[config.mk]
export PLATFORM = sky130hd
export DESIGN_NAME = pulse_width_rf_frame_decoder_core
export DESIGN_NICKNAME = d
export VERILOG_FILES = /design/src/pwrfd_pkg.sv /design/src/pulse_width_rf_frame_decoder_core.sv /design/src/pwrfd_cfg_regs.sv /design/src/pwrfd_decode.sv /design/src/pwrfd_out_reg.sv
export VERILOG_INCLUDE_DIRS = /design/src /design/src/src
export SDC_FILE = /design/constraint.sdc
export NUM_CORES = 1
export LEC_CHECK = 0
export BUFFER_PORTS_ARGS = -buffer_cell sky130_fd_sc_hd__buf_4
export CORE_ASPECT_RATIO = 1.75
export CORE_MARGIN = 3
export CORE_UTILIZATION = 30
export DETAILED_ROUTE_END_ITERATION = 16
export PLACE_DENSITY = 0.58
export SLEW_MARGIN = 10
export SYNTH_ARGS = -nofsm -noshare
export SYNTH_HDL_FRONTEND = slang
export SYNTH_SLANG_ARGS = --single-unit
[constraint.sdc]
create_clock -name clk_i -period 4.3 [get_ports clk_i]
set_input_delay 1.29 -clock clk_i [delete_from_list [all_inputs] [get_ports clk_i]]
set_output_delay 1.29 -clock clk_i [all_outputs]
set_load 0.1 [all_outputs]
[src/pulse_width_rf_frame_decoder_core_defines.svh]
// Assertion macros of the pulse width RF frame decoder, used by pwrfd_decode.
`ifndef PULSE_WIDTH_RF_FRAME_DECODER_CORE_DEFINES_SVH
`define PULSE_WIDTH_RF_FRAME_DECODER_CORE_DEFINES_SVH

// The consequent must hold in the same cycle as the antecedent.
`define PWRFD_ASSERT_IMPL(label, clk, rstn, ante, cons, msg) \
  label: assert property (@(posedge clk) disable iff (!(rstn)) (ante) |-> (cons)) \
    else $error(msg);

// The consequent must hold in the cycle after the antecedent.
`define PWRFD_ASSERT_NEXT(label, clk, rstn, ante, cons, msg) \
  label: assert property (@(posedge clk) disable iff (!(rstn)) (ante) |=> (cons)) \
    else $error(msg);

`endif

[src/pwrfd_pkg.sv]
// Package with the types and constants of the pulse width RF frame decoder.
package pwrfd_pkg;

  // Frame geometry: pulses that follow the sync pulse.
  localparam int unsigned PULSES_PER_FRAME = 63;
  localparam int unsigned IDX_W = $clog2(PULSES_PER_FRAME + 1);

  localparam int unsigned TIME_W = 16;
  localparam int unsigned WORD_W = 32;
  localparam int unsigned CFG_IDX_W = 3;

  // Configuration register indexes.
  typedef enum logic [CFG_IDX_W-1:0] {
    REG_SYNC_MIN   = 3'd0,
    REG_PULSE_MIN  = 3'd1,
    REG_PULSE_MAX  = 3'd2,
    REG_ONE_THRESH = 3'd3,
    REG_CODE_CONF  = 3'd4,
    REG_CODE_ECO   = 3'd5,
    REG_CODE_FROST = 3'd6,
    REG_CODE_STOP  = 3'd7
  } cfg_idx_e;

  // Matched command codes.
  typedef enum logic [2:0] {
    CMD_NONE  = 3'd0,
    CMD_CONF  = 3'd1,
    CMD_ECO   = 3'd2,
    CMD_FROST = 3'd3,
    CMD_STOP  = 3'd4
  } cmd_e;

  typedef struct packed {
    logic [TIME_W-1:0] sync_min;
    logic [TIME_W-1:0] pulse_min;
    logic [TIME_W-1:0] pulse_max;
    logic [TIME_W-1:0] one_thresh;
    logic [WORD_W-1:0] code_conf;
    logic [WORD_W-1:0] code_eco;
    logic [WORD_W-1:0] code_frost;
    logic [WORD_W-1:0] code_stop;
  } cfg_t;

  // Held opto and LED drive states.
  typedef struct packed {
    logic green_blink;
    logic red_blink;
    logic green_led;
    logic red_led;
    logic neg_drive;
    logic pos_drive;
  } flags_t;

  localparam flags_t FLAGS_RESET = '{red_led: 1'b1, default: 1'b0};
  localparam flags_t FLAGS_CONF  = '{green_led: 1'b1, default: 1'b0};
  localparam flags_t FLAGS_ECO   =
    '{pos_drive: 1'b1, neg_drive: 1'b1, green_blink: 1'b1, default: 1'b0};
  localparam flags_t FLAGS_FROST = '{neg_drive: 1'b1, red_led: 1'b1, default: 1'b0};
  localparam flags_t FLAGS_STOP  = '{pos_drive: 1'b1, red_blink: 1'b1, default: 1'b0};

  // One result word.
  typedef struct packed {
    logic [WORD_W-1:0] word;
    logic              ok;
    cmd_e              cmd;
    flags_t            flags;
  } result_t;

endpackage

[src/pulse_width_rf_frame_decoder_core.sv]
// Top level of the pulse width RF frame decoder.
//
// The input channel carries one measured low-pulse width per word on
// low_time_us_i, accepted when in_valid_i is high and in_stall_o is low.
// A sync pulse opens a frame; the following pulses are checked and decoded,
// and one result word leaves on the output channel when a frame completes
// or aborts. Pulses that end nothing produce no output word.
// A result passes the input register, then the result register, on its way to
// out_valid_o. Throughput: one pulse per cycle while no result waits; the
// decode is a single compare, shift and match step between the input register
// and the result register.
// When out_stall_i holds a waiting result, pulses that produce no result still
// flow; a pulse that would produce a result waits and backs up in_stall_o.
// Configuration writes use cfg_valid_i/cfg_ready_o with cfg_index_i and
// cfg_data_i; cfg_ready_o is always high.
// Reset restores the default thresholds and codes, leaves the decoder waiting
// for sync with the red LED flag held, and empties both registers.
module pulse_width_rf_frame_decoder_core (
  input  logic                            clk_i,
  input  logic                            rst_ni,
  input  logic                            cfg_valid_i,
  output logic                            cfg_ready_o,
  input  logic [pwrfd_pkg::CFG_IDX_W-1:0] cfg_index_i,
  input  logic [pwrfd_pkg::WORD_W-1:0]    cfg_data_i,
  input  logic                            in_valid_i,
  output logic                            in_stall_o,
  input  logic [pwrfd_pkg::TIME_W-1:0]    low_time_us_i,
  output logic                            out_valid_o,
  input  logic                            out_stall_i,
  output logic [pwrfd_pkg::WORD_W-1:0]    frame_word_o,
  output logic                            frame_ok_o,
  output logic [2:0]                      command_o,
  output logic                            pos_drive_on_o,
  output logic                            neg_drive_on_o,
  output logic                            red_led_on_o,
  output logic                            green_led_on_o,
  output logic                            red_blink_o,
  output logic                            green_blink_o
);
  import pwrfd_pkg::*;

  cfg_t              cfg;
  logic              in_valid_q, in_valid_d;
  logic [TIME_W-1:0] low_time_q;
  logic              in_take;
  logic              step;
  logic              res_valid;
  result_t           res;
  logic              out_free;
  result_t           out_res;

  assign cfg_ready_o = 1'b1;

  pwrfd_cfg_regs u_cfg (
    .clk_i   (clk_i),
    .rst_ni  (rst_ni),
    .we_i    (cfg_valid_i),
    .index_i (cfg_index_i),
    .data_i  (cfg_data_i),
    .cfg_o   (cfg)
  );

  // A registered pulse moves on unless its result finds the output occupied.
  assign step       = in_valid_q && (!res_valid || out_free);
  assign in_stall_o = in_valid_q && !step;
  assign in_take    = in_valid_i && !in_stall_o;
  assign in_valid_d = in_take || (in_valid_q && !step);

  always_ff @(posedge clk_i or negedge rst_ni) begin
    if (!rst_ni) begin
      in_valid_q <= 1'b0;
    end else begin
      in_valid_q <= in_valid_d;
    end
  end

  always_ff @(posedge clk_i) begin
    if (in_take) begin
      low_time_q <= low_time_us_i;
    end
  end

  pwrfd_decode u_decode (
    .clk_i       (clk_i),
    .rst_ni      (rst_ni),
    .cfg_i       (cfg),
    .step_i      (step),
    .low_time_i  (low_time_q),
    .res_valid_o (res_valid),
    .res_o       (res)
  );

  pwrfd_out_reg u_out (
    .clk_i   (clk_i),
    .rst_ni  (rst_ni),
    .load_i  (step && res_valid),
    .res_i   (res),
    .stall_i (out_stall_i),
    .free_o  (out_free),
    .valid_o (out_valid_o),
    .res_o   (out_res)
  );

  // Unpack the result word onto the output ports.
  assign frame_word_o   = out_res.word;
  assign frame_ok_o     = out_res.ok;
  assign command_o      = out_res.cmd;
  assign pos_drive_on_o = out_res.flags.pos_drive;
  assign neg_drive_on_o = out_res.flags.neg_drive;
  assign red_led_on_o   = out_res.flags.red_led;
  assign green_led_on_o = out_res.flags.green_led;
  assign red_blink_o    = out_res.flags.red_blink;
  assign green_blink_o  = out_res.flags.green_blink;

endmodule

[src/pwrfd_cfg_regs.sv]
// Configuration register file of the pulse width RF frame decoder.
module pwrfd_cfg_regs (
  input  logic                            clk_i,
  input  logic                            rst_ni,
  input  logic                            we_i,
  input  logic [pwrfd_pkg::CFG_IDX_W-1:0] index_i,
  input  logic [pwrfd_pkg::WORD_W-1:0]    data_i,
  output pwrfd_pkg::cfg_t                 cfg_o
);
  import pwrfd_pkg::*;

  cfg_t cfg_q;
  cfg_t cfg_d;

  // Decode the write index; 16-bit registers keep the low half of the data.
  always_comb begin
    cfg_d = cfg_q;
    if (we_i) begin
      case (cfg_idx_e'(index_i))
        REG_SYNC_MIN:   cfg_d.sync_min   = data_i[TIME_W-1:0];
        REG_PULSE_MIN:  cfg_d.pulse_min  = data_i[TIME_W-1:0];
        REG_PULSE_MAX:  cfg_d.pulse_max  = data_i[TIME_W-1:0];
        REG_ONE_THRESH: cfg_d.one_thresh = data_i[TIME_W-1:0];
        REG_CODE_CONF:  cfg_d.code_conf  = data_i;
        REG_CODE_ECO:   cfg_d.code_eco   = data_i;
        REG_CODE_FROST: cfg_d.code_frost = data_i;
        REG_CODE_STOP:  cfg_d.code_stop  = data_i;
        default:        cfg_d = cfg_q;
      endcase
    end
  end

  always_ff @(posedge clk_i or negedge rst_ni) begin
    if (!rst_ni) begin
      cfg_q.sync_min   <= TIME_W'(2500);
      cfg_q.pulse_min  <= TIME_W'(150);
      cfg_q.pulse_max  <= TIME_W'(1600);
      cfg_q.one_thresh <= TIME_W'(500);
      cfg_q.code_conf  <= 32'h2C67_4E90;
      cfg_q.code_eco   <= 32'h2C67_4E91;
      cfg_q.code_frost <= 32'h2C67_4E92;
      cfg_q.code_stop  <= 32'h2C67_4E81;
    end else begin
      cfg_q <= cfg_d;
    end
  end

  assign cfg_o = cfg_q;

endmodule

[src/pwrfd_decode.sv]
// Frame state and combinational pulse decode of the pulse width RF frame decoder.
`include "pulse_width_rf_frame_decoder_core_defines.svh"

module pwrfd_decode (
  input  logic                         clk_i,
  input  logic                         rst_ni,
  input  pwrfd_pkg::cfg_t              cfg_i,
  input  logic                         step_i,
  input  logic [pwrfd_pkg::TIME_W-1:0] low_time_i,
  output logic                         res_valid_o,
  output pwrfd_pkg::result_t           res_o
);
  import pwrfd_pkg::*;

  logic              in_frame_q, in_frame_d;
  logic [IDX_W-1:0]  idx_q, idx_d;
  logic [WORD_W-1:0] shift_q, shift_d;
  flags_t            flags_q, flags_d;

  logic              sync_seen;
  logic              out_of_range;
  logic              bit_val;
  logic              even;
  logic              comp_fail;
  logic [IDX_W-1:0]  idx_inc;
  logic [WORD_W-1:0] word_n;
  flags_t            flags_n;
  cmd_e              cmd_n;

  // Pulse classification against the configured limits.
  assign sync_seen    = (low_time_i >= cfg_i.sync_min);
  assign out_of_range = (low_time_i < cfg_i.pulse_min) || (low_time_i > cfg_i.pulse_max);
  assign bit_val      = (low_time_i > cfg_i.one_thresh);
  assign even         = !idx_q[0];
  assign comp_fail    = !even && (bit_val == shift_q[0]);
  assign idx_inc      = idx_q + IDX_W'(1);
  assign word_n       = even ? {shift_q[WORD_W-2:0], bit_val} : shift_q;

  // Command match, first match wins.
  always_comb begin
    cmd_n   = CMD_NONE;
    flags_n = flags_q;
    if (word_n == cfg_i.code_conf) begin
      cmd_n   = CMD_CONF;
      flags_n = FLAGS_CONF;
    end else if (word_n == cfg_i.code_eco) begin
      cmd_n   = CMD_ECO;
      flags_n = FLAGS_ECO;
    end else if (word_n == cfg_i.code_frost) begin
      cmd_n   = CMD_FROST;
      flags_n = FLAGS_FROST;
    end else if (word_n == cfg_i.code_stop) begin
      cmd_n   = CMD_STOP;
      flags_n = FLAGS_STOP;
    end
  end

  // Next frame state and the result word for the current pulse.
  always_comb begin
    in_frame_d  = in_frame_q;
    idx_d       = idx_q;
    shift_d     = shift_q;
    flags_d     = flags_q;
    res_valid_o = 1'b0;
    res_o       = '{word: shift_q, ok: 1'b0, cmd: CMD_NONE, flags: flags_q};
    if (!in_frame_q) begin
      if (sync_seen) begin
        in_frame_d = 1'b1;
        idx_d      = '0;
        shift_d    = '0;
      end
    end else if (out_of_range || comp_fail) begin
      // Aborted frame: report the bits gathered so far.
      res_valid_o = 1'b1;
      in_frame_d  = sync_seen;
      idx_d       = '0;
      shift_d     = '0;
    end else if (idx_inc >= IDX_W'(PULSES_PER_FRAME)) begin
      // Last pulse of a complete frame.
      res_valid_o = 1'b1;
      res_o       = '{word: word_n, ok: 1'b1, cmd: cmd_n, flags: flags_n};
      flags_d     = flags_n;
      in_frame_d  = sync_seen;
      idx_d       = '0;
      shift_d     = '0;
    end else begin
      idx_d   = idx_inc;
      shift_d = word_n;
    end
  end

  always_ff @(posedge clk_i or negedge rst_ni) begin
    if (!rst_ni) begin
      in_frame_q <= 1'b0;
      idx_q      <= '0;
      shift_q    <= '0;
      flags_q    <= FLAGS_RESET;
    end else if (step_i) begin
      in_frame_q <= in_frame_d;
      idx_q      <= idx_d;
      shift_q    <= shift_d;
      flags_q    <= flags_d;
    end
  end

  // The pulse index never reaches the frame length.
  `PWRFD_ASSERT_IMPL(a_idx_bound, clk_i, rst_ni, 1'b1,
                     idx_q < IDX_W'(PULSES_PER_FRAME), "pulse index past frame length")
  // Outside a frame the index and shift word are cleared.
  `PWRFD_ASSERT_IMPL(a_idle_clear, clk_i, rst_ni, !in_frame_q,
                     (idx_q == '0) && (shift_q == '0), "stale frame state while idle")
  // A completed or aborted frame leaves the index at zero.
  `PWRFD_ASSERT_NEXT(a_end_clears, clk_i, rst_ni, step_i && res_valid_o,
                     idx_q == '0, "frame end did not clear the pulse index")

endmodule

[src/pwrfd_out_reg.sv]
// Result register of the pulse width RF frame decoder.
module pwrfd_out_reg (
  input  logic               clk_i,
  input  logic               rst_ni,
  input  logic               load_i,
  input  pwrfd_pkg::result_t res_i,
  input  logic               stall_i,
  output logic               free_o,
  output logic               valid_o,
  output pwrfd_pkg::result_t res_o
);
  import pwrfd_pkg::*;

  logic    valid_q, valid_d;
  result_t res_q;

  // The register can take a new word when empty or being drained this cycle.
  assign free_o  = !valid_q || !stall_i;
  assign valid_d = load_i || (valid_q && stall_i);

  always_ff @(posedge clk_i or negedge rst_ni) begin
    if (!rst_ni) begin
      valid_q <= 1'b0;
    end else begin
      valid_q <= valid_d;
    end
  end

  // Payload holds while stalled.
  always_ff @(posedge clk_i) begin
    if (load_i) begin
      res_q <= res_i;
    end
  end

  assign valid_o = valid_q;
  assign res_o   = res_q;

endmodule

==> reports/results.ini <==
[floorplan]
die_w_um=176.2
floorplan.initialDensity=0.3048
dieArea_um2=53510
die_y_um=303.8
ios=101
core_area_um2=49860
fp-row-count=108

[global_route]
busiest_layer=met2
grt_pass1_vias=10933
antenna_found_initial=0
overflow=0
use_met1=0.1742
grtUsageTotal=0.1655
gr-usage-met3=0.01812
grt_max_degree=71
grt_pass1_wl_um=67660
use_met2=0.3130

[worst_setup_path]
rrSetupSlack_ns=0.51
max_stage_delay_ns=0.48
crit_type=reg2out
end_kind=output port
cp_max_fo=3
cp-start-kind=flop
cp_slowest_cell=edfxtp_1
crit_required_ns=3.01
critical_path_arrival_ns=3.26
crit_chain=buf_4 -> ha_1 -> nand3_1 -> o21ai_0 -> a221oi_2 -> a222oi_1 -> buf_4 -> a2111oi_4 -> and3_4 -> nor3_4 -> buf_12
path_common_cell=buf_4

[layout]
drive_gt1_frac=0.3486
fin_util=0.3642
layout_commonest_cell=mux2_2
diodes=0
fin_nets=1519
final_cell_mix=mux2_2, dfrtp_1, buf_4
stdcell_count=2080
syn2layout_area_growth_pct=19.48
fin_area_um2=18160

[power_and_ir_drop]
pwr-share-seq=0.422
power_density_nw_per_um2=504.0
clockPowerShare=0.282
p_sw_frac=0.3417
power_switching_mw=3.128
intPower_mw=6.026
leakagePower_nw=7.491
ir_worst_vdd_uv=324.5
comb_power_share=0.296

[synthesis]
async_reset_ff_frac=0.8047
ys_warn_count=0
ys_seq_area_frac=0.5144
syn_inst=1263
syn-num-nets=1384
synth-edff-count=58
ys.flop_type=dfrtp_1
synth.avg_cell_area_um2=12.03
syn_area_um2=15200
ys_types=66
yosys_register_bits=297
yosysTopAreaCellShare=0.2667
synth_area_leaders=dfrtp_1, dfstp_2, mux2_2, edfxtp_1, ha_1
yosys.area.top_type=dfrtp_1

[placed_design]
placement.cell_area_um2=17000
dp_cells=2019
dp_hpwl_um=33080
place.gp.congestion=0.8658
numPortBuffers=99

[outcome]
failed_checks=setup timing
status=finished, violations left

[cts]
cts_buffers=29
cts_tree=yes
clock_latency_ns=0.57
cts_buffer_depth=3
cts_sinks=297
htree_levels=1
clkTransAtPathRegs_ns=0.06
cts-root-buf=clkbuf_16

[routing]
drt_iter0_drc=478
drcViolationCount=0
ant_nets=0
drt_wl_total_um=44450
firstDrtPassIters=5
via_per_inst=4.878
routed-via-count=10147
wl_per_cell_um=21.37

[timing]
setup_viol=1
fin_skew_ns=0.01991
maxSlewViolCount=0
fin_tns_setup_ns=-0.2475
finalHoldViolations=0
fin_crit_ns=4.547
fmax_mhz=219.9
max_slew_margin=0.2244
rsz0062_at_grt=yes
min_period_over_period=1.058
worst_slack_ns=-0.2475
worst_slew_pin_slew_ns=1.161
fin_hold_ws_ns=0.4876

[worst_hold_path]
hold_path.class=reg2reg

[flow_run]
cap_violations=0

-- registers in the layout, indices dropped and copies added (netlist names) --
name,flops
u_out.valid_o,1
u_out.res_o,42
u_decode.in_frame_q,1
low_time_q,16
u_decode.idx_q,6
u_cfg.cfg_o,192
in_valid_q,1
u_decode.flags_q,6
u_decode.shift_q,32
-- cell type report --
cell class | instances | area (um2)
tap | 660 | 825.8
multi-input combinational | 836 | 7003
fill | 4850 | 31700
timing repair buffer | 167 | 1315
sequential | 297 | 7823
clock inverter | 9 | 101.3
clock buffer | 44 | 842.1
inverter | 67 | 251.5
-- synth_stat cells, types with 4 or more instances --
cell type / number
mux2_2: 164
dfrtp_1: 162
nand2_1: 94
xnor2_1: 90
o21ai_0: 81
dfstp_2: 77
inv_1: 67
ha_1: 65
edfxtp_1: 58
xor2_1: 48
clkbuf_1: 44
mux2i_1: 42
a22o_1: 31
a21oi_1: 24
nand4_1: 20
nor4_1: 20
nor2_1: 17
nor3_1: 16
nand3_1: 15
a21o_1: 14
buf_2: 7
buf_4: 6
nand2b_1: 6
a31oi_1: 5
buf_6: 5
a2111oi_0: 4
a211oi_1: 4
a221oi_1: 4
and2_1: 4
and3_1: 4
nor2b_1: 4
nor3b_1: 4
o2bb2ai_1: 4
-- path summary, 6_finish.rpt --
check / from / end / depth (start not counted)
max: low_time_q[9] / in_stall_o / 11
min: u_decode.flags_q[2] / u_decode.flags_q[2] / 1
max reg2reg: low_time_q[9] / u_out.res_o[26] / 12
min reg2reg: u_decode.flags_q[2] / u_decode.flags_q[2] / 1
max in group asynchronous: rst_ni / u_cfg.cfg_o[132] / 2
min in group asynchronous: rst_ni / u_decode.shift_q[29] / 1
-- metal layers --
metal,part of all wire,wire length (um)
met5,0,0
met4,0.063,2799
met3,0.028,1239
met2,0.55,24230
met1,0.36,16180
-- critical path, delay by kind of cell (launching register included) --
kind,cells,cell delay [ns]
compound gates,4,0.93
fa+ha+maj,1,0.26
buf+inv,3,0.54
flops,1,0.48
simple gates,3,0.48
-- repair_timing --
item / 4_1_cts / 5_1_grt
hold buffers: 0 / 0
pin swaps: 10 / 5
setup buffers: 6 / 2
resized for setup: 21 / 6
endpoints found under the setup margin: 1 / 1
-- stage by stage --
stage | power, mW | worst slack [ns]
finish | 9.154 | -0.2475
detailed placement | 6.568 | 0.06778
global placement | 6.509 | 0.09542
global route | 9.601 | -0.3242
CTS | 9.225 | -0.2808
floorplan | 5.784 | 0.1009
-- power by group through the flow --
stage	registers, mW	clock network [mW]	logic [mW]
4_1_cts	3.86	2.64	2.72
2_1_floorplan	4.30	0	1.49
3_3_place_gp	3.89	0	2.62
3_5_place_dp	3.91	0	2.66
5_1_grt	3.93	2.76	2.92
6_report	3.86	2.58	2.71
-- kinds of logic (layout without fill, tap and decap cells) --
kind of cell / after synthesis / after routing / synth area share
AO/OA/AOI/OAI: 200 / 200 / 0.08915
buffers and inverters: 130 / 287 / 0.03663
adder cells (fa/ha/maj): 65 / 65 / 0.05351
AND/OR/NAND/NOR: 222 / 222 / 0.07392
XOR/XNOR: 138 / 138 / 0.07952
other: 1 / 1 / 0.0002467
multiplexers: 210 / 210 / 0.1526
flip-flops: 297 / 297 / 0.5144
Note: power is estimated with default switching activity, not from simulation.
